==> config.mk <==
export PLATFORM = sky130hd
export DESIGN_NAME = fba_ctrl
export DESIGN_NICKNAME = d
export VERILOG_FILES = /design/src/sv/fba_pkg.sv /design/src/sv/fba_ctrl.sv
export SDC_FILE = /design/constraint.sdc
export NUM_CORES = 1
export LEC_CHECK = 0
export BUFFER_PORTS_ARGS = -buffer_cell sky130_fd_sc_hd__buf_2
export CAP_MARGIN = 15
export CORE_AREA = 5 5 42 44
export CTS_CLUSTER_SIZE = 30
export DETAILED_ROUTE_END_ITERATION = 16
export DIE_AREA = 0 0 47 49
export PLACE_DENSITY = 0.64
export SLEW_MARGIN = 15
export SYNTH_ARGS = -nofsm -noshare
export SYNTH_HDL_FRONTEND = slang
export SYNTH_SLANG_ARGS = --single-unit
==> constraint.sdc <==
create_clock -name clk -period 2.2 [get_ports clk]
set_input_delay 0.22 -clock clk [delete_from_list [all_inputs] [get_ports clk]]
set_output_delay 0.22 -clock clk [all_outputs]
set_load 0.1 [all_outputs]
==> src/sv/fba_pkg.sv <==
// fba_pkg: shared types and constants for the bitmap frame allocator
// operation and status codes, controller states, and the command and status
// bundles between the controller and the datapath; depends on nothing
package fba_pkg;

	// width of a frame number on the request and result ports
	localparam int FRAME_NUM_BITS = 12;

	// operation codes
	localparam logic FUNC_ALLOC = 1'b0;
	localparam logic FUNC_FREE  = 1'b1;

	// result status codes
	typedef enum logic [2:0] {
		ST_ALLOCATED    = 3'd0,
		ST_MAPPED       = 3'd1,
		ST_NO_FRAME     = 3'd2,
		ST_FREED        = 3'd3,
		ST_FREE_IGNORED = 3'd4
	} fba_status_t;

	// controller states
	typedef enum logic [2:0] {
		S_CLEAR,
		S_IDLE,
		S_QUOT,
		S_SPLIT,
		S_HREAD,
		S_HCHK,
		S_SCAN,
		S_WRITE
	} fba_state_t;

	// commands from controller to datapath
	typedef struct packed {
		logic        capture;
		logic        quot;
		logic        split;
		logic        rd_hint;
		logic        scan_start;
		logic        scan_step;
		logic        tgt_hint;
		logic        tgt_scan;
		logic        wr_word;
		logic        wr_set;
		logic        clr_step;
		logic        resp;
		fba_status_t resp_status;
	} fba_cmd_t;

	// status from datapath to controller
	typedef struct packed {
		logic func;
		logic mapped;
		logic use_hint;
		logic hint_ok;
		logic hint_used;
		logic scan_hit;
		logic scan_miss_last;
		logic clr_last;
	} fba_stat_t;

endpackage

==> src/sv/fba_ctrl.sv <==
// fba_ctrl: controller state machine of the bitmap frame allocator
// sequences clear, hint split, hint check, word scan and update
// depends on fba_pkg; drives fba_datapath through fba_cmd_t
module fba_ctrl import fba_pkg::*; (
	input  logic      clk,
	input  logic      arst_n,
	input  logic      start,
	input  fba_stat_t stat,
	output fba_cmd_t  cmd,
	output logic      busy
);

	fba_state_t state_q;
	fba_state_t state_d;

	// state register
	always_ff @(posedge clk or negedge arst_n) begin
		if (!arst_n) begin
			state_q <= S_CLEAR;
		end else begin
			state_q <= state_d;
		end
	end

	// next state and commands
	always_comb begin
		state_d = state_q;
		cmd = '0;
		cmd.resp_status = ST_ALLOCATED;
		busy = (state_q != S_IDLE);
		unique case (state_q)
			S_CLEAR: begin
				cmd.clr_step = 1'b1;
				if (stat.clr_last) begin
					state_d = S_IDLE;
				end
			end
			S_IDLE: begin
				if (start) begin
					cmd.capture = 1'b1;
					state_d = S_QUOT;
				end
			end
			S_QUOT: begin
				cmd.quot = 1'b1;
				state_d = S_SPLIT;
			end
			S_SPLIT: begin
				cmd.split = 1'b1;
				if (stat.func == FUNC_ALLOC) begin
					if (stat.mapped) begin
						cmd.resp = 1'b1;
						cmd.resp_status = ST_MAPPED;
						state_d = S_IDLE;
					end else if (stat.use_hint && stat.hint_ok) begin
						state_d = S_HREAD;
					end else begin
						cmd.scan_start = 1'b1;
						state_d = S_SCAN;
					end
				end else begin
					if (stat.mapped && stat.hint_ok) begin
						state_d = S_HREAD;
					end else begin
						cmd.resp = 1'b1;
						cmd.resp_status = ST_FREE_IGNORED;
						state_d = S_IDLE;
					end
				end
			end
			S_HREAD: begin
				cmd.rd_hint = 1'b1;
				state_d = S_HCHK;
			end
			S_HCHK: begin
				cmd.tgt_hint = 1'b1;
				if (stat.func == FUNC_FREE || !stat.hint_used) begin
					state_d = S_WRITE;
				end else begin
					cmd.scan_start = 1'b1;
					state_d = S_SCAN;
				end
			end
			S_SCAN: begin
				cmd.scan_step = 1'b1;
				if (stat.scan_hit) begin
					cmd.tgt_scan = 1'b1;
					state_d = S_WRITE;
				end else if (stat.scan_miss_last) begin
					cmd.resp = 1'b1;
					cmd.resp_status = ST_NO_FRAME;
					state_d = S_IDLE;
				end
			end
			S_WRITE: begin
				cmd.wr_word = 1'b1;
				cmd.wr_set = (stat.func == FUNC_ALLOC);
				cmd.resp = 1'b1;
				cmd.resp_status = (stat.func == FUNC_ALLOC) ? ST_ALLOCATED : ST_FREED;
				state_d = S_IDLE;
			end
			default: begin
				state_d = S_IDLE;
			end
		endcase
	end

endmodule

==> run_results.csv, run 1 <==
group,metric,value,unit
status,status,"finished clean",
global_routing,antenna_found_initial,0,
worst_setup_path,cp_top_family,"flip-flops",
worst_setup_path,required,1980,ps
finish,top_regs,"state_q x3",
synth,ys_seq_area_share,18.3,%
global_routing,grtUsageTotal,10.9,%
worst_setup_path,path_class,"register to output pin",
sta,finClkSkew,3.94,ps
finish,area_growth,39.9,%
placement,dpl.hpwl,834,µm
worst_setup_path,worstPathMaxFanout,18,
sta,finalSetupViolCount,0,
finish,diodes,0,
sta,relSlewSlack,65.0,%
worst_setup_path,crit_slowest_cell,"dfrtp_1",
worst_setup_path,endpoint_kind,"output pin",
sta,fmax,485,MHz
clock_tree,cts.htree.levels,1,
clock_tree,cts.path.max_buffers,2,
clock_tree,post_cts_resized,0,
synth,synth_cell_type_count,30,
synth,async_flop_share,100,%
worst_setup_path,path_cells,"and3b_1 -> and3_1 -> buf_2",
sta,finalMaxSlewViolations,0,
synth,synthFlopType,"dfrtp_1",
clock_tree,cts-root-buf,"clkbuf_4",
finish,nets,93,
sta,rsz0062_at_grt,"false",
synth,syn_area,410,µm²
synth,synth_area_leaders,"dfrtp_1 18%, buf_4 5.5%, buf_6 5.5%",
finish,final_cell_mix,"26 x buf_2, 6 x nand2_1, 4 x nor3_1, 4 x o21ai_0",
sta,tightest_slew,525,ps
sta,period_share,93.7,%
floorplan,ioPinCount,27,
clock_tree,worst_setup_hold_path_clk_slew,40,ps
worst_setup_path,path_buf_inv,1,
clock_tree,clk_latency,240,ps
floorplan,start_util,29.3,%
worst_setup_path,r2r_slack,870,ps
placement,gp_congestion,0.736,
clock_tree,cts.sinks,3,
detailed_routing,vias,487,
worst_setup_path,r2r-end,"state_q[0]$_DFFE_PN0P_",
synth,ys_seq_elements,3,
detailed_routing,routed_wl,1090,µm
finish,drive_gt1_share,49.4,%
detailed_routing,vias_per_cell,5.02,
synth,syn_inst,56,
sta,period_needed,2060,ps
detailed_routing,dr.pass1.iters,2,
detailed_routing,ant_nets,0,
synth,synth-edff-count,0,
worst_setup_path,cp_slowest_stage_delay,660,ps
global_routing,grt_max_degree,19,
sta,whs,301,ps
sta,tns,0,ps
clock_tree,cts_buffers,3,
worst_setup_path,reg2reg_from,"state_q[0]$_DFFE_PN0P_",
worst_setup_path,startpoint_type,"register",
run,drv_cap,0,
worst_setup_path,r2r_cells,3,
min_path,hold_class,"input port to asynchronous set/reset pin",
detailed_routing,post_drt_wl_per_cell,11.2,µm
global_routing,first_global_vias,435,
placement,port-buffer-count,26,
floorplan,die_h,49,µm
floorplan,die_w,47,µm
global_routing,grt_overflow_total,0,
worst_setup_path,worstPathArrival,1840,ps
synth,ys_warn_count,0,
synth,syn_avg_cell_area,7.33,µm²
global_routing,grt_pass1_wl,1860,µm
clock_tree,cts_tree,"built",
detailed_routing,drt_iter0_markers,1,
detailed_routing,drc,0,
synth,netlist.area_leader.share,18.3,%
finish,largest_reg_flops,3,
synth,yosysTopAreaCell,"dfrtp_1",
sta,final_hold_viol_count,0,
floorplan,row_count,14,
synth,syn_nets,67,
clock_tree,post_cts_buffers,0,
floorplan,dieArea,2300,µm²
finish,nFillCells,167,
floorplan,core-area,1400,µm²
finish,final_common_cell,"buf_2",
finish,regMostFlops,"state_q",
==> worst max-delay path by stage <==
stage | start | to | slack, ps | cells past startpoint
after floorplan | state_q[0]$_DFFE_PN0P_ | cmd[11] | -750 | 3
after global placement | state_q[0]$_DFFE_PN0P_ | cmd[0] | 430 | 4
after detailed placement | state_q[0]$_DFFE_PN0P_ | cmd[0] | 410 | 4
after CTS | state_q[0]$_DFFE_PN0P_ | cmd[2] | 140 | 3
after global routing | state_q[0]$_DFFE_PN0P_ | cmd[2] | 30 | 3
final | state_q[0]$_DFFE_PN0P_ | cmd[2] | 140 | 3
==> layer usage <==
metal,up-vias,global-route usage [%],part of all wire (%)
met5,-,0,0
met3,2,1.11,6.9
li1,254,-,-
met4,0,6.91,1.6
met1,215,14.6,41
met2,16,15.8,50
==> cell families after synthesis <==
logic type / share of synthesized area (%)
AO/OA/AOI/OAI: 32.6
buffers and inverters: 14.9
flip-flops: 18.3
AND/OR/NAND/NOR: 34.1
==> cell usage after synthesis, types with 2 or more instances <==
master	instances
o21ai_0	4
nand2_1	6
and3_1	3
nor2_1	4
dfrtp_1	3
nor2b_1	2
buf_4	3
nand3_1	3
nor3_1	4
buf_6	2
inv_1	3
==> worst reg2reg max path, cell delays in order (launching register included) <==
cell and delay [ps]:
dfrtp_1 660, and3b_1 350, o211ai_2 120, a2bb2oi_2 130
==> final cells by class <==
cell class | count | area (µm²) | area share [%]
Multi-Input combinational cell | 44 | 302 | 52.5
Timing Repair Buffer | 27 | 140 | 24.4
Sequential cell | 3 | 75.1 | 13.1
Clock buffer | 4 | 26.3 | 4.58
Tap cell | 16 | 20.0 | 3.49
Inverter | 3 | 11.3 | 1.96
==> stage by stage <==
stage               utilization [%]  instance area [µm²]  setup WS (ps)  instances
finish                         41.0                  574            139         97
global route                   41.0                  574           31.7         97
CTS                            41.0                  574            139         97
detailed placement             38.4                  538            405         92
global placement               38.4                  538            426         92
floorplan                         -                  438           -753         56
==> repair_timing <==
| action | 4_1_cts | 5_1_grt |
|---|---|---|
| hold buffers | 1 | 0 |
| setup endpoints to repair | 0 | 0 |
| hold endpoints to repair | 3 | 0 |
Power of run 1 is left out: the tool's default activity adds up to more than one toggle a clock period on the data nets, which glitch-free logic cannot reach.
==> inputs of run 2 (changes only) <==
--- a/config.mk
+++ b/config.mk
@@ -12,6 +12,7 @@
 export DETAILED_ROUTE_END_ITERATION = 16
 export DIE_AREA = 0 0 47 49
 export PLACE_DENSITY = 0.64
+export RECOVER_POWER = 50
 export SLEW_MARGIN = 15
 export SYNTH_ARGS = -nofsm -noshare
 export SYNTH_HDL_FRONTEND = slang
==> constraint.sdc (replaced) <==
create_clock -name clk -period 2.2 [get_ports clk]
set_input_delay 0.44 -clock clk [delete_from_list [all_inputs] [get_ports clk]]
set_output_delay 0.44 -clock clk [all_outputs]
set_load 0.1 [all_outputs]
==> run 2 against run 1 <==
  * Clock skew down 1.0 ps
  * Clock-buffer cell count unchanged
  * Worst setup slack worse by 44 ps
  * Cell count up 2.1%
  * Hold slack better by 240 ps
  * Global-route usage up 2.1 points
  * Sequential cell count unchanged
  * Register-to-register slack better by 20 ps
  * Non-clock buffer count up 2
  * Wire length up 29%
  * Final area up 31%
==> run_results.csv, run 2 (same netlist as run 1, synthesis figures left out) <==
group,metric,value,unit
status,status,"finished clean",
finish,final_cell_area,749,µm²
sta,setup_ws,94.6,ps
finish,instances_no_fill,99,
clock_tree,post_cts_buffers,0,
run,drv_cap,0,
global_routing,grt_pass1_wl,2210,µm
detailed_routing,routed_wl,1400,µm
detailed_routing,post_drt_wl_per_cell,14.2,µm
finish,nets,95,
placement,dpl.hpwl,1110,µm
finish,top_regs,"state_q x3",
finish,largest_reg_flops,3,
worst_setup_path,path_class,"register to output pin",
sta,relSlewSlack,63.8,%
worst_setup_path,reg2reg_from,"state_q[1]$_DFFE_PN0P_",
clock_tree,cts.path.max_buffers,2,
placement,port-buffer-count,26,
finish,regMostFlops,"state_q",
clock_tree,cts.sinks,3,
sta,rsz0062_at_grt,"false",
floorplan,die_w,47,µm
detailed_routing,drt_iter0_markers,9,
worst_setup_path,worstPathArrival,1670,ps
global_routing,grt_max_degree,14,
placement,placed_cells,94,
clock_tree,cts_buffers,3,
worst_setup_path,cp_top_family,"simple AND/OR/NAND/NOR gates",
clock_tree,worst_setup_hold_path_clk_slew,40,ps
worst_setup_path,startpoint_type,"register",
finish,finish.utilization,53.5,%
sta,final_hold_viol_count,0,
finish,diodes,0,
clock_tree,clk_latency,230,ps
floorplan,die_h,49,µm
floorplan,dieArea,2300,µm²
worst_setup_path,crit_slowest_cell,"dfrtp_1",
sta,finalSetupViolCount,0,
global_routing,grt_overflow_total,0,
floorplan,core-area,1400,µm²
floorplan,row_count,14,
clock_tree,cts_tree,"built",
global_routing,first_global_vias,544,
floorplan,ioPinCount,27,
sta,tightest_slew,545,ps
finish,final_cell_mix,"14 x buf_2, 8 x buf_12, 5 x nand2_1, 5 x clkbuf_4, 4 x o21ai_0",
worst_setup_path,cp_slowest_stage_delay,520,ps
min_path,hold_class,"input port to asynchronous set/reset pin",
detailed_routing,drc,0,
placement,gp_congestion,0.801,
worst_setup_path,worstPathMaxFanout,13,
detailed_routing,vias_per_cell,5.21,
sta,period_needed,2110,ps
placement,place_ws,299,ps
sta,period_share,95.7,%
clock_tree,cts.htree.levels,1,
sta,finalMaxSlewViolations,0,
finish,nFillCells,137,
worst_setup_path,required,1760,ps
sta,fmax,475,MHz
global_routing,antenna_found_initial,0,
clock_tree,cts-root-buf,"clkbuf_4",
worst_setup_path,endpoint_kind,"output pin",
detailed_routing,dr.pass1.iters,4,
finish,drive_gt1_share,51.8,%
worst_setup_path,cp-startpoint,"state_q[1]$_DFFE_PN0P_",
detailed_routing,vias,516,
finish,area_growth,82.6,%
placement,placedInstanceArea,753,µm²
global_routing,grtUsageTotal,13.0,%
floorplan,start_util,29.3,%
sta,finClkSkew,2.93,ps
worst_setup_path,path_buf_inv,1,
detailed_routing,ant_nets,0,
worst_setup_path,path_cells,"nor3b_1 -> nand2_1 -> a21boi_4 -> buf_12",
finish,final_common_cell,"buf_2",
run 2: layer usage:
layer	track usage (%)	vias up	wire, µm
met4	9.22	0	27
li1	-	255	-
met5	0	-	0
met2	22.4	19	751
met3	1.11	4	77
met1	13.7	238	546
run 2: layout make-up:
cell class | count | area, µm² | share of cell area, %
multi-input combinational | 44 | 338 | 45.1
timing repair buffer | 29 | 279 | 37.2
sequential | 3 | 75.1 | 10.0
clock buffer | 4 | 26.3 | 3.51
tap | 16 | 20.0 | 2.67
inverter | 3 | 11.3 | 1.50
run 2: what timing repair did:
item                                    CTS  global route
resized for setup                         0             0
endpoints found under the hold margin     3             0
hold buffers                              1             0
endpoints found under the setup margin    0             0
run 2: final timing paths:
path	endpoint	slack [ps]	depth (start not counted)
min in group clk	state_q[1]$_DFFE_PN0P_	580	3
min reg2reg	state_q[1]$_DFFE_PN0P_	730	2
max	cmd[10]	90	4
min	state_q[1]$_DFFE_PN0P_	540	2
max in group asynchronous	state_q[0]$_DFFE_PN0P_	1510	2
max reg2reg	state_q[0]$_DFFE_PN0P_	890	3
run 2: per-stage QoR:
stage / hold WS (ps) / setup TNS [ps]
floorplan: 144 / -575
global placement: 234 / 0
detailed placement: 236 / 0
CTS: 536 / 0
global route: 558 / 0
finish: 543 / 0
Power of run 2 is left out for the same reason.
